File: src/hdl/rpcf_pkg.sv
// Shared types and constants for the raster peak clip filter.
// No dependencies; imported by every module of the block.
`timescale 1ns / 1ps
`default_nettype none

package rpcf_pkg;

    localparam int MAX_WIDTH  = 1024;
    localparam int MAX_HEIGHT = 4096;
    localparam int PIXEL_BITS = 16;

    localparam int COL_BITS   = $clog2(MAX_WIDTH);      // column index
    localparam int ROW_BITS   = $clog2(MAX_HEIGHT);     // row index
    localparam int INROW_BITS = $clog2(MAX_HEIGHT + 1); // input row, can reach the height
    localparam int WREG_BITS  = 11;                     // frame_width register width
    localparam int HREG_BITS  = 13;                     // frame_height register width
    localparam int CFG_BITS   = 13;                     // widest register

    typedef logic [PIXEL_BITS-1:0] pixel_t;

    typedef enum logic [0:0] {
        REG_FRAME_WIDTH  = 1'b0,
        REG_FRAME_HEIGHT = 1'b1
    } cfg_reg_t;

    // Broadcast to every cell of the line
    typedef struct packed {
        logic   shift_orig;
        logic   shift_proc;
        pixel_t new_orig;
        pixel_t new_proc;
    } line_ctrl_t;

    // Which of the four neighbours lie inside the frame
    typedef struct packed {
        logic up;
        logic right;
        logic down;
        logic left;
    } nbr_present_t;

endpackage

`default_nettype wire

File: src/hdl/rpcf_clip.sv
// Neighbour compare: clips a strict local peak to its largest in-frame neighbour.
// Depends on rpcf_pkg.
`timescale 1ns / 1ps
`default_nettype none

module rpcf_clip (
    input  wire rpcf_pkg::pixel_t     centre,
    input  wire rpcf_pkg::pixel_t     up,
    input  wire rpcf_pkg::pixel_t     right,
    input  wire rpcf_pkg::pixel_t     down,
    input  wire rpcf_pkg::pixel_t     left,
    input  wire rpcf_pkg::nbr_present_t present,
    output rpcf_pkg::pixel_t          result
);
    import rpcf_pkg::*;

    pixel_t up_m, right_m, down_m, left_m;
    pixel_t max_a, max_b, best;
    logic   peak;

    // absent neighbours count as 0 for the max and never block a peak
    always_comb begin
        up_m    = present.up    ? up    : '0;
        right_m = present.right ? right : '0;
        down_m  = present.down  ? down  : '0;
        left_m  = present.left  ? left  : '0;
        max_a   = (up_m > right_m) ? up_m : right_m;
        max_b   = (down_m > left_m) ? down_m : left_m;
        best    = (max_a > max_b) ? max_a : max_b;
        peak    = (!present.up    || (centre > up))    &&
                  (!present.right || (centre > right)) &&
                  (!present.down  || (centre > down))  &&
                  (!present.left  || (centre > left));
        result  = peak ? best : centre;
    end

endmodule

`default_nettype wire

File: config.mk
export PLATFORM = sky130hd
export DESIGN_NAME = rpcf_clip
export DESIGN_NICKNAME = d
export VERILOG_FILES = /design/src/hdl/rpcf_pkg.sv /design/src/hdl/rpcf_clip.sv
export SDC_FILE = /design/constraint.sdc
export NUM_CORES = 1
export LEC_CHECK = 0
export BUFFER_PORTS_ARGS = -buffer_cell sky130_fd_sc_hd__buf_2
export CORE_ASPECT_RATIO = 1.5
export CORE_MARGIN = 10
export CORE_UTILIZATION = 55
export DETAILED_ROUTE_END_ITERATION = 7
export GPL_ROUTABILITY_DRIVEN = 0
export PLACE_DENSITY_LB_ADDON = 0.1
export SYNTH_ARGS = -nofsm -noshare
export SYNTH_HDL_FRONTEND = slang
export SYNTH_SLANG_ARGS = --single-unit
File: constraint.sdc
create_clock -name vclk -period 21.9
set_clock_uncertainty 0.2 [all_clocks]
set_input_delay 4.38 -clock vclk [all_inputs]
set_output_delay 4.38 -clock vclk [all_outputs]
set_load 0.01 [all_outputs]
### After elaboration in Yosys (flattened, before gate mapping)

Cells that the tools add are included.

* register bits: 0

* order comparisons: 7
* multiplexer cells: 8
* reduce and logical (&&, ||, !) cells: 11

Operator list (count)
* $mux 16: 8
* $gt 16x16->1: 7
* $logic_not 1->1: 4
* $logic_or 1x1->1: 4
* $logic_and 1x1->1: 3

### Longest topological paths before layout

* depth in word-level cells: 6
* mapped depth: 23
* gate-level depth less buffers: 17

### Least setup slack after synthesis

No wires, ideal clock.

* path type: input to output
* from: input present[2] (netlist name)
* to: output result[0]
* data arrival time: 8637 ps
* required time: 17320 ps
* slack: 8683 ps
* stages: 21
* cells stage by stage: clkbuf_1 > clkbuf_1 > nand2_1 > ha_1 > nand2_1 > nor4_2 > or4b_1 > a21boi_4 > buf_6 > clkbuf_1 > nand2_1 > nand2_1 > ha_1 > nand3_1 > nor4_1 > and2_1 > clkbuf_1 > clkbuf_1 > a211oi_1 > a32o_1 > mux2i_1

* cells in the longest elaborated chain, start to end: 6
* elaborated cells on any way between the ends: 11

Ends and longest elaborated chain
* from (decl): RTL line rpcf_clip.sv:12 `input wire rpcf_pkg::nbr_present_t present,`
* $mux 16 / $logic_not 1->1 (equally long branches): RTL line rpcf_clip.sv:24, rpcf_clip.sv:31
* $gt 16x16->1 / $logic_or 1x1->1 (equally long branches): RTL line rpcf_clip.sv:27, rpcf_clip.sv:31
* $mux 16 / $logic_and 1x1->1 (equally long branches): RTL line rpcf_clip.sv:27, rpcf_clip.sv:30
* $gt 16x16->1 / $logic_and 1x1->1 (equally long branches): RTL line rpcf_clip.sv:29, rpcf_clip.sv:31
* $mux 16 / $logic_and 1x1->1 (equally long branches): RTL line rpcf_clip.sv:29, rpcf_clip.sv:32
* $mux 16 *: RTL line rpcf_clip.sv:34 `result = peak ? best : centre;`
* to (decl): RTL line rpcf_clip.sv:13 `output rpcf_pkg::pixel_t result`

Mark *: on every way between the ends. The rest lies on a longest branch, timed or not.

### Worst setup path after layout

* from: input present[0] (netlist name)
* to: output result[13]

* cells in the longest elaborated chain, start to end: 6
* elaborated cells on any way between the ends: 9

Ends and longest elaborated chain
* $mux 16: RTL line rpcf_clip.sv:26 `left_m = present.left ? left : '0;`
* $gt 16x16->1: RTL line rpcf_clip.sv:28 `max_b = (down_m > left_m) ? down_m : left_m;`
* $mux 16: RTL line rpcf_clip.sv:28
* $gt 16x16->1: RTL line rpcf_clip.sv:29 `best = (max_a > max_b) ? max_a : max_b;`
* $mux 16: RTL line rpcf_clip.sv:29
* $mux 16 *: RTL line rpcf_clip.sv:34

Marked as above.

==> impl_metrics.tcl <==
set metrics [dict create \
    ios 100 \
    syn-num-nets 775 \
    hold_viol 0 \
    die_x_um 90.6 \
    dieArea_um2 11400 \
    crit_fanout 31 \
    cpPeakStageDelay_ns 0.92 \
    yosysTopAreaCell "ha_1" \
    slew_headroom_pct 24.8 \
    avgSynthCellArea_um2 7.08 \
    post_cts_resized 0 \
    dp_cells 757 \
    final_cell_mix "110 x ha_1, 100 x buf_2, 84 x nand2_1" \
    vias 4549 \
    p_per_area_nw_per_um2 30.4 \
    power.total_mw 0.140 \
    syn-instance-count 581 \
    maxCapViolCount 0 \
    hold_class "in2out" \
    power_leakage_nw 2.46 \
    finalCritPeriodShare_pct 67.0 \
    crit_family "compound AO/OA/AOI/OAI gates" \
    crit_type "in2out" \
    n_clock_buffer 0 \
    rsz0062_at_grt "false" \
    track_usage_pct 21.3 \
    area_growth_pct 12.3 \
    cp-start-kind "primary input" \
    ant_nets 0 \
    fin_hold_ws_ns 8.99 \
    setup_viol 0 \
    portBuffers 100 \
    n_sequential_cell 0 \
    slew_viol_final 0 \
    ir_drop_mv 0.0265 \
    wl_mm 13.2 \
    crit_arrival_ns 10.08 \
    ys_seq_area_share_pct 0 \
    layout_min_cycle_time_ns 14.66 \
    fin_nets 853 \
    viasPerCell 6.01 \
    netlist_top_cells_area "ha_1 33%, nand2_1 7.7%, and2_1 7.1%" \
    synth_top_area_share_pct 33.5 \
    synthesis.area_um2 4110 \
    layout.cells.most_common "ha_1" \
    endpoint_kind "output port" \
    clock.fmax_mhz 68.2 \
    dp_hpwl_mm 11.6 \
    yosysUniqueCellTypes 43 \
    final_core_util_pct 63.5 \
    grt_max_degree 33 \
    yosys_warnings 0 \
    diodes 0 \
    coreArea_um2 7270 \
    hold_buffers 0 \
    worst_pin_slew_ns 1.13 \
    first_global_vias 4646 \
    status "complete, no violations" \
    grt-ovfl-total 0 \
    drive_gt1_share_pct 21.2 \
    finalNonFillerCells 757 \
    start_util_pct 56.6 \
    firstDrtPassIters 4 \
    grt_pass1_wl_mm 20.9 \
    antenna_found_initial 0 \
    crit_top_cell "o21ai_0" \
    required_ns 17.32 \
    wl_per_cell_um 17.4 \
    rows 38 \
    drc_errors 0 \
    drtIter0Drc 165 \
    die_y_um 126 \
    tns_ns 0 \
    crit_chain "buf_2 -> nand2_1 -> ha_1 -> o21ai_0 -> o21ai_0 -> a21o_1 -> a31oi_2 -> o21bai_1 -> and2_1 -> ha_1 -> a211oi_1 -> o21ai_0 -> a22o_1 -> a211oi_2 -> or2_1 -> a32oi_1 -> mux2_2 -> buf_2" \
    cp_slowest_cell "a211oi_2" \
    postCtsSetupRepairBufs 0 \
    critPathBufInv 2 \
    seqCellArea_um2 0 \
]
## kinds of logic after synthesis
kind of cell    after synthesis  share of synthesized area (%)
xor+xnor                      1                          0.213
buf+inv                      92                           9.28
simple gates                223                           28.7
compound gates              136                           23.2
fa+ha+maj                   110                           33.5
mux                          19                           5.14
## final timing paths
kind | from | to | slack [ns] | cells after the start
worst max-delay path | present[0] | result[13] | 7.24 | 18
worst min-delay path | centre[6] | result[6] | 8.99 | 3
## per-stage QoR
| stage | setup slack (ns) | area [um2] |
|---|---|---|
| 6_report | 7.24 | 4620 |
| 5_1_grt | 6.69 | 4620 |
| 4_1_cts | 7.39 | 4620 |
| 3_5_place_dp | 7.40 | 4620 |
| 3_3_place_gp | 7.60 | 4620 |
| 2_1_floorplan | 8.68 | 4110 |
## Yosys cell counts, types with 14 or more instances
| master | count |
|---|---|
| a21oi_1 | 37 |
| nand3_1 | 29 |
| or3b_2 | 14 |
| nand4_1 | 22 |
| nand2_1 | 84 |
| mux2_2 | 17 |
| a32oi_1 | 14 |
| a211oi_1 | 26 |
| o21bai_1 | 14 |
| inv_1 | 68 |
| ha_1 | 110 |
| and2_1 | 47 |
## power by group
part / switching [mW] / internal (mW) / leakage [nW]
combinational: 0.0796 / 0.0608 / 2.46
clock: 0 / 0 / 0
sequential: 0 / 0 / 0
## layer usage
metal | up-vias | track usage (%) | part of all wire, % | wire, um
met5 | - | 0 | 0 | 0
met4 | 0 | 10.3 | 4.9 | 645
met3 | 45 | 2.38 | 4.3 | 566
met2 | 144 | 41.8 | 52 | 6870
met1 | 2080 | 21.4 | 39 | 5080
li1 | 2280 | - | - | -
## final cells by class
type,count,area (um2)
timing repair buffer,100,500
inverter,68,255
multi-input combinational,489,3740
fill,692,2660
tap,100,125
Power figures use the tool's default switching activity.
