[src/hdl/rpcf_pkg.sv]
// Shared types and constants for the raster peak clip filter.
// No dependencies; imported by every module of the block.
`timescale 1ns / 1ps
`default_nettype none

package rpcf_pkg;

    localparam int MAX_WIDTH  = 1024;
    localparam int MAX_HEIGHT = 4096;
    localparam int PIXEL_BITS = 16;

    localparam int COL_BITS   = $clog2(MAX_WIDTH);      // column index
    localparam int ROW_BITS   = $clog2(MAX_HEIGHT);     // row index
    localparam int INROW_BITS = $clog2(MAX_HEIGHT + 1); // input row, can reach the height
    localparam int WREG_BITS  = 11;                     // frame_width register width
    localparam int HREG_BITS  = 13;                     // frame_height register width
    localparam int CFG_BITS   = 13;                     // widest register

    typedef logic [PIXEL_BITS-1:0] pixel_t;

    typedef enum logic [0:0] {
        REG_FRAME_WIDTH  = 1'b0,
        REG_FRAME_HEIGHT = 1'b1
    } cfg_reg_t;

    // Broadcast to every cell of the line
    typedef struct packed {
        logic   shift_orig;
        logic   shift_proc;
        pixel_t new_orig;
        pixel_t new_proc;
    } line_ctrl_t;

    // Which of the four neighbours lie inside the frame
    typedef struct packed {
        logic up;
        logic right;
        logic down;
        logic left;
    } nbr_present_t;

endpackage

`default_nettype wire

[src/hdl/rpcf_cell.sv]
// One column cell of the line: holds an original and a processed pixel.
// Depends on rpcf_pkg.
`timescale 1ns / 1ps
`default_nettype none

module rpcf_cell (
    input  wire logic                aclk,
    input  wire rpcf_pkg::line_ctrl_t ctrl,
    input  wire logic                tail,     // this cell is the last active column
    input  wire rpcf_pkg::pixel_t    nbr_orig, // from the cell to the right
    input  wire rpcf_pkg::pixel_t    nbr_proc,
    output rpcf_pkg::pixel_t         orig,
    output rpcf_pkg::pixel_t         proc
);
    import rpcf_pkg::*;

    pixel_t orig_reg;
    pixel_t proc_reg;

    // the tail cell takes the fresh pixel, the rest move one column towards cell 0
    always_ff @(posedge aclk) begin
        if (ctrl.shift_orig) begin
            orig_reg <= tail ? ctrl.new_orig : nbr_orig;
        end
        if (ctrl.shift_proc) begin
            proc_reg <= tail ? ctrl.new_proc : nbr_proc;
        end
    end

    assign orig = orig_reg;
    assign proc = proc_reg;

endmodule

`default_nettype wire

[config.mk]
export PLATFORM = sky130hd
export DESIGN_NAME = rpcf_cell
export DESIGN_NICKNAME = d
export VERILOG_FILES = /design/src/hdl/rpcf_pkg.sv /design/src/hdl/rpcf_cell.sv
export SDC_FILE = /design/constraint.sdc
export NUM_CORES = 1
export LEC_CHECK = 0
export BUFFER_PORTS_ARGS = -buffer_cell sky130_fd_sc_hd__buf_2
export CORE_MARGIN = 4
export CORE_UTILIZATION = 41
export DETAILED_ROUTE_END_ITERATION = 12
export MAX_ROUTING_LAYER = met4
export PLACE_DENSITY = 0.79
export REMOVE_ABC_BUFFERS = 1
export SYNTH_ARGS = -nofsm -noshare
export SYNTH_HDL_FRONTEND = slang
export SYNTH_SLANG_ARGS = --single-unit
[constraint.sdc]
create_clock -name aclk -period 1 [get_ports aclk]
set_input_delay 0.05 -clock aclk [delete_from_list [all_inputs] [get_ports aclk]]
set_output_delay 0.05 -clock aclk [all_outputs]
set_load 0.005 [all_outputs]
# [After elaboration in Yosys (flattened, before gate mapping)]
# Cells that the tools add are included.
[word_totals] mem_count=0 ram_bits=0 inputBits=68 ff_bits=32 latchBits=0 output_inout_bits=32 mem_bits_ro=0 word_cells=4
[classes] order_cmp=0 eq_ne=0 n_bitwise=0 shifts=0 n_addsub=0 reduce_logical=0 mul=0 div_mod_pow=0 muxes=2
[op_table] operator="16-bit two-way mux" n=2

# [Depth between registers and ports, before layout]
# Gate-level depths: netlist (run 1).
[depth] ltp_word=1 mapped_depth=3 mapped_depth_nobuf=1

# [Least setup slack after synthesis (run 1)]
# Ideal clock, no wire load.
[synth_path] path_type="input port to flip-flop" startpoint="input port tail" endpoint="register orig_reg[0], in the netlist orig[0], data pin" t_required_ps=740 cell_stages=3 setup_ps=260 slack_ps=148 n_path_buf=2 arrival_ps=591 path_cell_list="buf_6 > buf_12 > mux2_4"
[synth_via] elab_chain_cells=1
[synth_lines] element="start, declared" line_no="rpcf_cell.sv:9" text="input wire logic tail,"
[synth_lines] element="16-bit two-way mux" line_no="rpcf_cell.sv:23" text="orig_reg <= tail ? ctrl.new_orig : nbr_orig;"
[synth_lines] element="end signal, assigned" line_no="rpcf_cell.sv:23"
[synth_lines] element="end, declared" line_no="rpcf_cell.sv:17" text="pixel_t orig_reg;"
# No other way between the ends.
# A chain may end at the register's enable or synchronous reset.

# [Worst setup path in the final report (run 1)]
[layout_path] startpoint="register proc_reg[1], in the netlist proc[1]" endpoint="output port proc[1]"
[layout_lines] element="start, declared" line_no="rpcf_cell.sv:18" text="pixel_t proc_reg;"
[layout_lines] element="start signal, assigned" line_no="rpcf_cell.sv:26" text="proc_reg <= tail ? ctrl.new_proc : nbr_proc;"
[layout_lines] element="end, declared" line_no="rpcf_cell.sv:13" text="output rpcf_pkg::pixel_t proc"
# No word-level cell between the ends.

==> summary.md, run 1 <==
| Metric | Value |
|---|---|
| Post-CTS Hold Buffers | `0` |
| DR iter-0 viols | `26` |
| Htree depth | `2` |
| Top cells by count, synth | `edfxtp_1, mux2_4, buf_12` |
| Post-synth EDFFs | `32` |
| Setup crit start | `proc[1]$_DFFE_PP_` |
| Final count of pins violating max slew | `0` |
| CP max stage delay | `0.37 ns` |
| Crit path to | `proc[1]` |
| Post-CTS Resized | `0` |
| RSZ-0062 raised after global routing | `false` |
| CTS tree | `done` |
| Critical path buffers and inverters | `1` |
| Synth top area share | `63.8%` |
| Antenna-violating nets left | `0` |
| HP Class | `in2reg` |
| Post-synth ARST share | `0%` |
| Ranking of synthesized cells by area | `edfxtp_1, mux2_4, buf_12` |
| GRT overflow | `0` |
| Synth area leader | `edfxtp_1` |
| Clock sinks | `32` |
| Nets | `240` |
| VDD IR max | `817 uV` |
| Leakage | `0.00101 uW` |
| Mapped Cells | `68` |
| Worst path slowest cell | `edfxtp_1` |
| Startpoint type of the worst setup path | `register` |
| Levels on crit path | `1` |
| Setup crit end kind | `output port` |
| Vias in the first global route | `1072` |
| WP data arrival | `0.78 ns` |
| Top FF cell, synth | `edfxtp_1` |
| Post-CTS Setup Bufs | `0` |
| I/O pin total | `100` |
| Post-synth cell types | `5` |
| Routed wire length | `3.07 mm` |
| Gpl congestion | `0.729` |
| Critical path's top delay family | `flip-flops` |
| Die H | `68.6 um` |
| Syn Area/Cell | `22.1 sq um` |
| Clk root buf | `clkbuf_8` |
| Synth Cell Area | `1510 sq um` |
| GR Util All Layers | `13.9%` |
| F_max | `1200 MHz` |
| Critical Path RT | `0.95 ns` |
| First-pass GRT wire length | `4.44 mm` |
| Slew margin rel. | `76.2%` |
| Die W | `68.6 um` |
| Tmin final | `0.832 ns` |
| Yosys warning total | `0` |
| Total power | `3020 uW` |
| Cell with the most instances after synthesis | `edfxtp_1` |
| Max_cap viols | `0` |
| Share of cells above drive strength 1 | `80.2%` |
| N_diodes | `0` |
| Vias after detailed routing | `1022` |
| Max Root-Sink Buffers | `2` |
| Fin Setup TNS | `0 ns` |
| Core area | `3440 sq um` |
| Worst-path fanout max | `1` |
| Cell Rows | `21` |
| Share of the clock period used by the worst path after layout | `83.2%` |
| Critical Path, Cell by Cell | `buf_2` |
| Initial antenna violation count | `0` |
| Synthesized flop and latch total | `32` |
| Starting density of the core | `43.7%` |
| Seq/Total Area, Yosys | `63.8%` |
| Num CTS Buffers | `5` |
| Fin. Hold Viols | `0` |
| Least-Margin Pin Slew | `0.357 ns` |
| Remaining DRCs | `0` |
| Largest net degree at the start of global routing | `19` |
| Post-DR vias/cell | `4.69` |
| Routed len/inst | `14.1 um` |
| Synth-to-layout area growth | `39.7%` |
| Status | `completed` |
| DRT Pass-1 Iters | `4` |
| Die ar. | `4700 sq um` |
| Power density over cell area | `1440 nW/um^2` |
| Input/output buffers | `99` |
| Clock-pin slew on the worst setup and hold paths | `0.06 ns` |
| WS Path Type | `reg2out` |
| Setup violators final | `0` |
-- power breakdown --
part | switching [uW] | leakage [uW] | internal [uW]
logic | 184 | 0.000662 | 327
clock network | 403 | 0.0000391 | 458
registers | 27.3 | 0.000313 | 1620
-- placed cells by master, fill, tap and decap left out, drive strengths merged --
| cell | count |
|---|---|
| clkinv | 2 |
| mux2 | 32 |
| edfxtp | 32 |
| buf | 101 |
| clkbuf | 5 |
-- routing by layer --
layer	wire length, um	global-route usage (%)
met1	1050	12.5
met2	1390	23.6
met3	585	7.94
met4	48	5.96
met5	0	-
-- layout make-up --
| class | instances | area, sq um |
|---|---|---|
| Clock inverter | 2 | 7.51 |
| Timing Repair Buffer | 101 | 536 |
| Sequential cell | 32 | 961 |
| Multi-Input combinational cell | 32 | 473 |
| Tap cell | 46 | 57.6 |
| Clock buffer | 5 | 68.8 |
| Fill cell | 256 | 1340 |
-- stage by stage --
| step | hold WS [ns] | worst slack (ns) | instance area (sq um) | util (%) | std cells |
|---|---|---|---|---|---|
| floorplan | 0.162 | 0.395 | 1430 | - | 64 |
| global placement | 0.350 | 0.0569 | 2030 | 58.9 | 211 |
| detailed placement | 0.353 | 0.0254 | 2030 | 58.9 | 211 |
| CTS | 0.0645 | 0.148 | 2100 | 61.1 | 218 |
| global route | 0.0593 | 0.121 | 2100 | 61.1 | 218 |
| finish | 0.0761 | 0.168 | 2100 | 61.1 | 218 |
-- how the worst min path moves through the flow --
stage | from | to | cells past startpoint
3_3_place_gp | ctrl[9] | proc[9]$_DFFE_PP_ | 2
4_1_cts | ctrl[7] | proc[7]$_DFFE_PP_ | 2
2_1_floorplan | ctrl[33] | orig[0]$_DFFE_PP_ | 0
6_report | ctrl[6] | proc[6]$_DFFE_PP_ | 2
3_5_place_dp | ctrl[31] | orig[15]$_DFFE_PP_ | 2
5_1_grt | ctrl[31] | orig[15]$_DFFE_PP_ | 2
-- cells by family after synthesis --
group / Yosys count / synth area share [%]
mux: 32 / 31.4
flops: 32 / 63.8
buf+inv: 4 / 4.74
(Power assumes the default switching activity.)
==> run 2, diff against run 1 <==
Settings changed: ABC_AREA set to 1, PLACE_DENSITY 0.79 to 0.8.
Clock period 1 ns to 0.8 ns, I/O delays scaled along.
==> run 2 against run 1 <==
Effect of this change:
- highest routed layer unchanged
- combinational power rose by 64%
- sequential cell count unchanged
- the flow now finishes with violations (negative hold slack, negative setup slack)
- routed wire length is 67% higher
==> summary.md, run 2 <==
| Metric | Value |
|---|---|
| Levels on crit path | `1 (unchanged)` |
| Register Area | `961 sq um (unchanged)` |
| Post-CTS Resized | `0 (unchanged)` |
| Routed wire length | `5.12 mm (was 3.07 mm)` |
| VDD IR max | `961 uV (was 817 uV)` |
| Slew margin rel. | `75.0% (was 76.2%)` |
| Post-DP HPWL | `2.70 mm` |
| Most frequent cells in the layout | `buf_2, nand2_1, dlygate4sd3_1 (was buf_2, edfxtp_1, mux2_4)` |
| Fin. Hold Viols | `1 (was 0)` |
| HP Class | `in2reg (unchanged)` |
| Layout Cells excl Fill | `345 (was 218)` |
| N_diodes | `0 (unchanged)` |
| Top cells by count, synth | `nand2_1, edfxtp_1, nand2_2 (was edfxtp_1, mux2_4, buf_12)` |
| GRT overflow | `0 (unchanged)` |
| Most common cell after layout, fill and taps aside | `buf_2 (unchanged)` |
| Post-CTS Setup Bufs | `0 (unchanged)` |
| Top FF cell, synth | `edfxtp_1 (unchanged)` |
| Worst path slowest cell | `edfxtp_1 (unchanged)` |
| DR iter-0 viols | `112 (was 26)` |
| Routed len/inst | `14.8 um (was 14.1 um)` |
| Antenna-violating nets left | `0 (unchanged)` |
| Area after DPL | `1950 sq um (was 2030 sq um)` |
| Vias after detailed routing | `1557 (was 1022)` |
| Post-DR vias/cell | `4.51 (was 4.69)` |
| Syn Area/Cell | `10.7 sq um (was 22.1 sq um)` |
| CTS tree | `done (unchanged)` |
| Setup violators final | `32 (was 0)` |
| Die ar. | `4560 sq um (was 4700 sq um)` |
| Share of cells above drive strength 1 | `39.8% (was 80.2%)` |
| DRT Pass-1 Iters | `4 (unchanged)` |
| Placed cells | `276 (was 211)` |
| Num CTS Buffers | `5 (unchanged)` |
| Yosys warning total | `0 (unchanged)` |
| Smallest hold slack | `-0.00764 ns (was 0.0761 ns)` |
| First-pass GRT wire length | `7.73 mm (was 4.44 mm)` |
| Input/output buffers | `99 (unchanged)` |
| Leakage | `0.00130 uW (was 0.00101 uW)` |
| Max Root-Sink Buffers | `2 (unchanged)` |
| Remaining DRCs | `0 (unchanged)` |
| Final count of pins violating max slew | `0 (unchanged)` |
| WS Path Type | `reg2out (unchanged)` |
| Clock sinks | `32 (unchanged)` |
| Critical path buffers and inverters | `1 (unchanged)` |
| Cell Rows | `21 (unchanged)` |
| Synth area leader | `edfxtp_1 (unchanged)` |
| Area of the multi-input gates | `385 sq um (was 473 sq um)` |
| Max_cap viols | `0 (unchanged)` |
| Synth-to-layout area growth | `79.8% (was 39.7%)` |
| Worst-path fanout max | `1 (unchanged)` |
| Setup crit start | `proc[13]$_DFFE_PP_ (was proc[1]$_DFFE_PP_)` |
| F_max | `1080 MHz` |
| CP max stage delay | `0.41 ns (was 0.37 ns)` |
| Seq/Total Area, Yosys | `66.1% (was 63.8%)` |
| Nets | `366 (was 240)` |
| Critical path's top delay family | `flip-flops (unchanged)` |
| RSZ-0062 raised after global routing | `true (was false)` |
| Power density over cell area | `1440 nW/um^2 (about the same)` |
| Mapped Cells | `136 (was 68)` |
| GR Util All Layers | `24.4% (was 13.9%)` |
| WP data arrival | `0.89 ns (was 0.78 ns)` |
| Failing checks | `negative hold slack, negative setup slack` |
| I/O pin total | `100 (unchanged)` |
| Gpl congestion | `0.669 (was 0.729)` |
| Synth Cell Area | `1450 sq um (was 1510 sq um)` |
| Least-Margin Pin Slew | `0.375 ns (was 0.357 ns)` |
| Setup crit end kind | `output port (unchanged)` |
| Largest net degree at the start of global routing | `33 (was 19)` |
| Share of the clock period used by the worst path after layout | `116%` |
| Vias in the first global route | `1618 (was 1072)` |
| Post-synth EDFFs | `32 (unchanged)` |
| Cell with the most instances after synthesis | `nand2_1 (was edfxtp_1)` |
| Die H | `67.5 um (was 68.6 um)` |
| Core area | `3390 sq um (was 3440 sq um)` |
| Critical Path, Cell by Cell | `buf_2 (unchanged)` |
| Fin area | `2610 sq um (was 2100 sq um)` |
| Starting density of the core | `42.9% (was 43.7%)` |
| Synth top area share | `66.1% (was 63.8%)` |
| Crit path to | `proc[13] (was proc[1])` |
| Clk root buf | `clkbuf_4 (was clkbuf_8)` |
| Initial antenna violation count | `0 (unchanged)` |
| Critical Path RT | `0.76 ns (was 0.95 ns)` |
| Clock-pin slew on the worst setup and hold paths | `0.10 ns (was 0.06 ns)` |
| Fill cell count | `205 (was 256)` |
| Die W | `67.5 um (was 68.6 um)` |
| Synthesized flop and latch total | `32 (unchanged)` |
| Status | `finished with violations (was completed)` |
| Post-synth ARST share | `0% (unchanged)` |
| Startpoint type of the worst setup path | `register (unchanged)` |
| PnR worst setup slack | `-0.128 ns (was 0.168 ns)` |
| Ranking of synthesized cells by area | `edfxtp_1, nand2_1, nand2_2 (was edfxtp_1, mux2_4, buf_12)` |
| Tmin final | `0.928 ns` |
| Post-synth cell types | `7 (was 5)` |
| Htree depth | `2 (unchanged)` |
-- run 2: changes by cell type after synthesis --
| cell | delta |
|---|---|
| buf_12 | -2 |
| buf_6 | +2 |
| clkbuf_8 | +3 |
| inv_8 | +1 |
| mux2_2 | -2 |
| mux2_4 | -30 |
| nand2_1 | +86 |
| nand2_2 | +10 |
-- run 2: timing repair --
item / 4_1_cts / 5_1_grt
hold buffers: 61 / 0
endpoints found under the setup margin: 32 / 32
hold endpoints to repair: 31 / 0
-- run 2: per-stage QoR --
stage | setup TNS, ns | power, uW | utilization (%) | hold slack, ns | setup slack [ns]
finish | -2.54 | 3770 | 77.1 | -0.00764 | -0.128
global route | -4.28 | 3970 | 77.1 | 0.00197 | -0.173
CTS | -2.91 | 3770 | 77.1 | 0.000452 | -0.149
detailed placement | 0 | 2680 | 57.5 | 0.308 | 0.0252
global placement | 0 | 2660 | 57.5 | 0.306 | 0.0536
floorplan | 0 | 2260 | - | 0.152 | 0.364
-- run 2: per-layer routing --
metal	GRT usage (%)	wire length, um
met5	-	0
met4	9.37	105
met3	8.65	607
met2	45.4	2670
met1	22.4	1740
-- run 2: final cells by class --
class,count,share of cell area [%]
clock buffers,5,1.44
clock inverters,3,0.527
well taps,46,2.20
multi-input cells,96,14.8
inverters,1,0.431
flip-flops and latches,32,36.8
repair buffers,162,43.9
-- run 2: how the worst min path moves through the flow --
stage,from,endpoint,slack (ns),depth (start not counted)
2_1_floorplan,ctrl[33],orig[0]$_DFFE_PP_,0.15,0
3_3_place_gp,nbr_orig[9],orig[9]$_DFFE_PP_,0.31,3
3_5_place_dp,nbr_orig[8],orig[8]$_DFFE_PP_,0.31,3
4_1_cts,nbr_proc[0],proc[0]$_DFFE_PP_,0.0005,3
5_1_grt,ctrl[12],proc[12]$_DFFE_PP_,0.002,3
6_report,ctrl[12],proc[12]$_DFFE_PP_,-0.008,3
-- run 2: kinds of logic after synthesis --
group                  Yosys count  share of synthesized area [%]
and+or+nand+nor                 96                           26.5
buffers and inverters            8                           7.32
DFF                             32                           66.1
-- run 2: where the power goes --
group | leakage [uW] | total, uW | internal [uW] | switching (uW)
registers | 0.000312 | 2070 | 2030 | 44.2
logic | 0.000954 | 839 | 484 | 355
clock network | 0.0000324 | 857 | 322 | 535
==> run 3, diff against run 2 <==
Settings changed: SETUP_SLACK_MARGIN set to 0.2.
==> run 3 against run 2 <==
Effect of this change:
- the flow still finishes with violations (negative hold slack, negative setup slack)
- worst hold slack got worse by 0.018 ns
- sequential share of layout area grew 11 points
- critical path depth did not move
- maximum frequency increased by 0.89%
==> summary.md, run 3 (same netlist as run 2, synthesis figures left out) <==
| Metric | Value |
|---|---|
| Num CTS Buffers | `5 (unchanged)` |
| Critical path's top delay family | `flip-flops (unchanged)` |
| I/O pin total | `100 (unchanged)` |
| Routed wire length | `3.42 mm (was 5.12 mm)` |
| Cell Rows | `21 (unchanged)` |
| Post-CTS Resized | `0 (unchanged)` |
| Area of the multi-input gates | `385 sq um (unchanged)` |
| HP Class | `in2reg (unchanged)` |
| Status | `finished with violations (unchanged)` |
| Clock sinks | `32 (unchanged)` |
| WL met2 | `1.56 mm (was 2.67 mm)` |
| Tmin final | `0.920 ns (was 0.928 ns)` |
| CP max stage delay | `0.41 ns (about the same)` |
| Top Layer Used | `met4 (unchanged)` |
| Met1 WL | `1.32 mm (was 1.74 mm)` |
| Crit path to | `proc[13] (unchanged)` |
| Smallest hold slack | `-0.0252 ns (was -0.00764 ns)` |
| Largest net degree at the start of global routing | `33 (unchanged)` |
| Share of the clock period used by the worst path after layout | `115% (was 116%)` |
| Gpl congestion | `0.669 (unchanged)` |
| Total power | `3480 uW (was 3770 uW)` |
| Post-DP HPWL | `2.70 mm (unchanged)` |
| Pre-CTS setup slack | `0.0252 ns (unchanged)` |
| Max_cap viols | `0 (unchanged)` |
| Final count of pins violating max slew | `0 (unchanged)` |
| Power density over cell area | `1740 nW/um^2 (was 1440 nW/um^2)` |
| Worst-path fanout max | `1 (unchanged)` |
| Register Area | `961 sq um (unchanged)` |
| Setup crit end kind | `output port (unchanged)` |
| Clk root buf | `clkbuf_4 (unchanged)` |
| GR Util All Layers | `15.9% (was 24.4%)` |
| Critical path buffers and inverters | `1 (unchanged)` |
| Setup crit start | `proc[13]$_DFFE_PP_ (unchanged)` |
| Synth-to-layout area growth | `37.8% (was 79.8%)` |
| Htree depth | `2 (unchanged)` |
| Least-Margin Pin Slew | `0.360 ns (was 0.375 ns)` |
| N_diodes | `0 (unchanged)` |
| Setup violators final | `32 (unchanged)` |
| Core area | `3390 sq um (unchanged)` |
| Placed cells | `276 (unchanged)` |
| Met3 WL | `523 um (was 607 um)` |
| Area after DPL | `1950 sq um (unchanged)` |
| Antenna-violating nets left | `0 (unchanged)` |
| Post-Route Utilization | `59.1% (was 77.1%)` |
| Remaining DRCs | `0 (unchanged)` |
| Initial antenna violation count | `0 (unchanged)` |
| CTS tree | `done (unchanged)` |
| VDD IR max | `809 uV (was 961 uV)` |
| Most common cell after layout, fill and taps aside | `buf_2 (unchanged)` |
| Fill cell count | `308 (was 205)` |
| Nets | `305 (was 366)` |
| Levels on crit path | `1 (unchanged)` |
| Worst path slowest cell | `edfxtp_1 (unchanged)` |
| GRT overflow | `0 (unchanged)` |
| Input/output buffers | `99 (unchanged)` |
| WP data arrival | `0.88 ns (was 0.89 ns)` |
| Critical Path, Cell by Cell | `buf_2 (unchanged)` |
| Share of cells above drive strength 1 | `50.0% (was 39.8%)` |
| Vias in the first global route | `1130 (was 1618)` |
| Most frequent cells in the layout | `buf_2, nand2_1, edfxtp_1 (was buf_2, nand2_1, dlygate4sd3_1)` |
| DRT Pass-1 Iters | `4 (unchanged)` |
| Slew margin rel. | `76.0% (was 75.0%)` |
| First-pass GRT wire length | `4.98 mm (was 7.73 mm)` |
| DR iter-0 viols | `103 (was 112)` |
| Failing checks | `negative hold slack, negative setup slack (unchanged)` |
| Post-DR vias/cell | `4.41 (was 4.51)` |
| WS Path Type | `reg2out (unchanged)` |
| Vias after detailed routing | `1252 (was 1557)` |
| Leakage | `0.00104 uW (was 0.00130 uW)` |
| RSZ-0062 raised after global routing | `true (unchanged)` |
| Clock-pin slew on the worst setup and hold paths | `0.10 ns (about the same)` |
| Die H | `67.5 um (unchanged)` |
| Critical Path RT | `0.76 ns (about the same)` |
| Post-CTS Setup Bufs | `0 (unchanged)` |
| Startpoint type of the worst setup path | `register (unchanged)` |
| Layout Cells excl Fill | `284 (was 345)` |
| F_max | `1090 MHz (was 1080 MHz)` |
| Die ar. | `4560 sq um (unchanged)` |
| Die W | `67.5 um (unchanged)` |
| Fin. Hold Viols | `25 (was 1)` |
| PnR worst setup slack | `-0.120 ns (was -0.128 ns)` |
| Max Root-Sink Buffers | `2 (unchanged)` |
| Starting density of the core | `42.9% (unchanged)` |
| Routed len/inst | `12.1 um (was 14.8 um)` |
| Fin area | `2000 sq um (was 2610 sq um)` |
==> run 3: cell count changes in the layout (fill, tap and decap cells not counted) <==
cell           change
dlygate4sd3_1     -61
==> run 3: per-stage QoR <==
stage | TNS, ns | hold WS [ns]
final | -2.03 | -0.0252
after global placement | 0 | 0.306
after CTS | -2.91 | -0.0491
after detailed placement | 0 | 0.308
after global routing | -4.01 | -0.0521
after floorplan | 0 | 0.152
==> run 3: per-layer routing <==
layer	vias up	GRT usage (%)
li1	637	-
met1	526	16.4
met2	87	25.6
met3	2	7.82
met4	0	6.84
met5	-	-
==> run 3: how the worst min path moves through the flow <==
stage / to / start / slack [ns] / depth (start not counted)
after floorplan: orig[0]$_DFFE_PP_ / ctrl[33] / 0.15 / 0
after global placement: orig[9]$_DFFE_PP_ / nbr_orig[9] / 0.31 / 3
after detailed placement: orig[8]$_DFFE_PP_ / nbr_orig[8] / 0.31 / 3
after CTS: orig[8]$_DFFE_PP_ / nbr_orig[8] / -0.05 / 3
after global routing: orig[8]$_DFFE_PP_ / nbr_orig[8] / -0.05 / 3
final: orig[8]$_DFFE_PP_ / nbr_orig[8] / -0.03 / 3
==> run 3: area by class of cell <==
class	instances	share of cell area (%)
clock buffers	5	1.88
clock inverters	3	0.687
multi-input cells	96	19.3
well taps	46	2.88
repair buffers	101	26.8
flip-flops and latches	32	48.0
inverters	1	0.563
==> run 3: what timing repair did <==
| action | 4_1_cts | 5_1_grt |
|---|---|---|
| setup endpoints to repair | 32 | 32 |
| pin swaps | 0 | 0 |
| endpoints found under the hold margin | 31 | 32 |
==> run 3: report_power, final <==
part	internal (uW)	switching, uW
Clock	322	525
Combinational	289	283
Sequential	2020	35.7
Total	2640	844
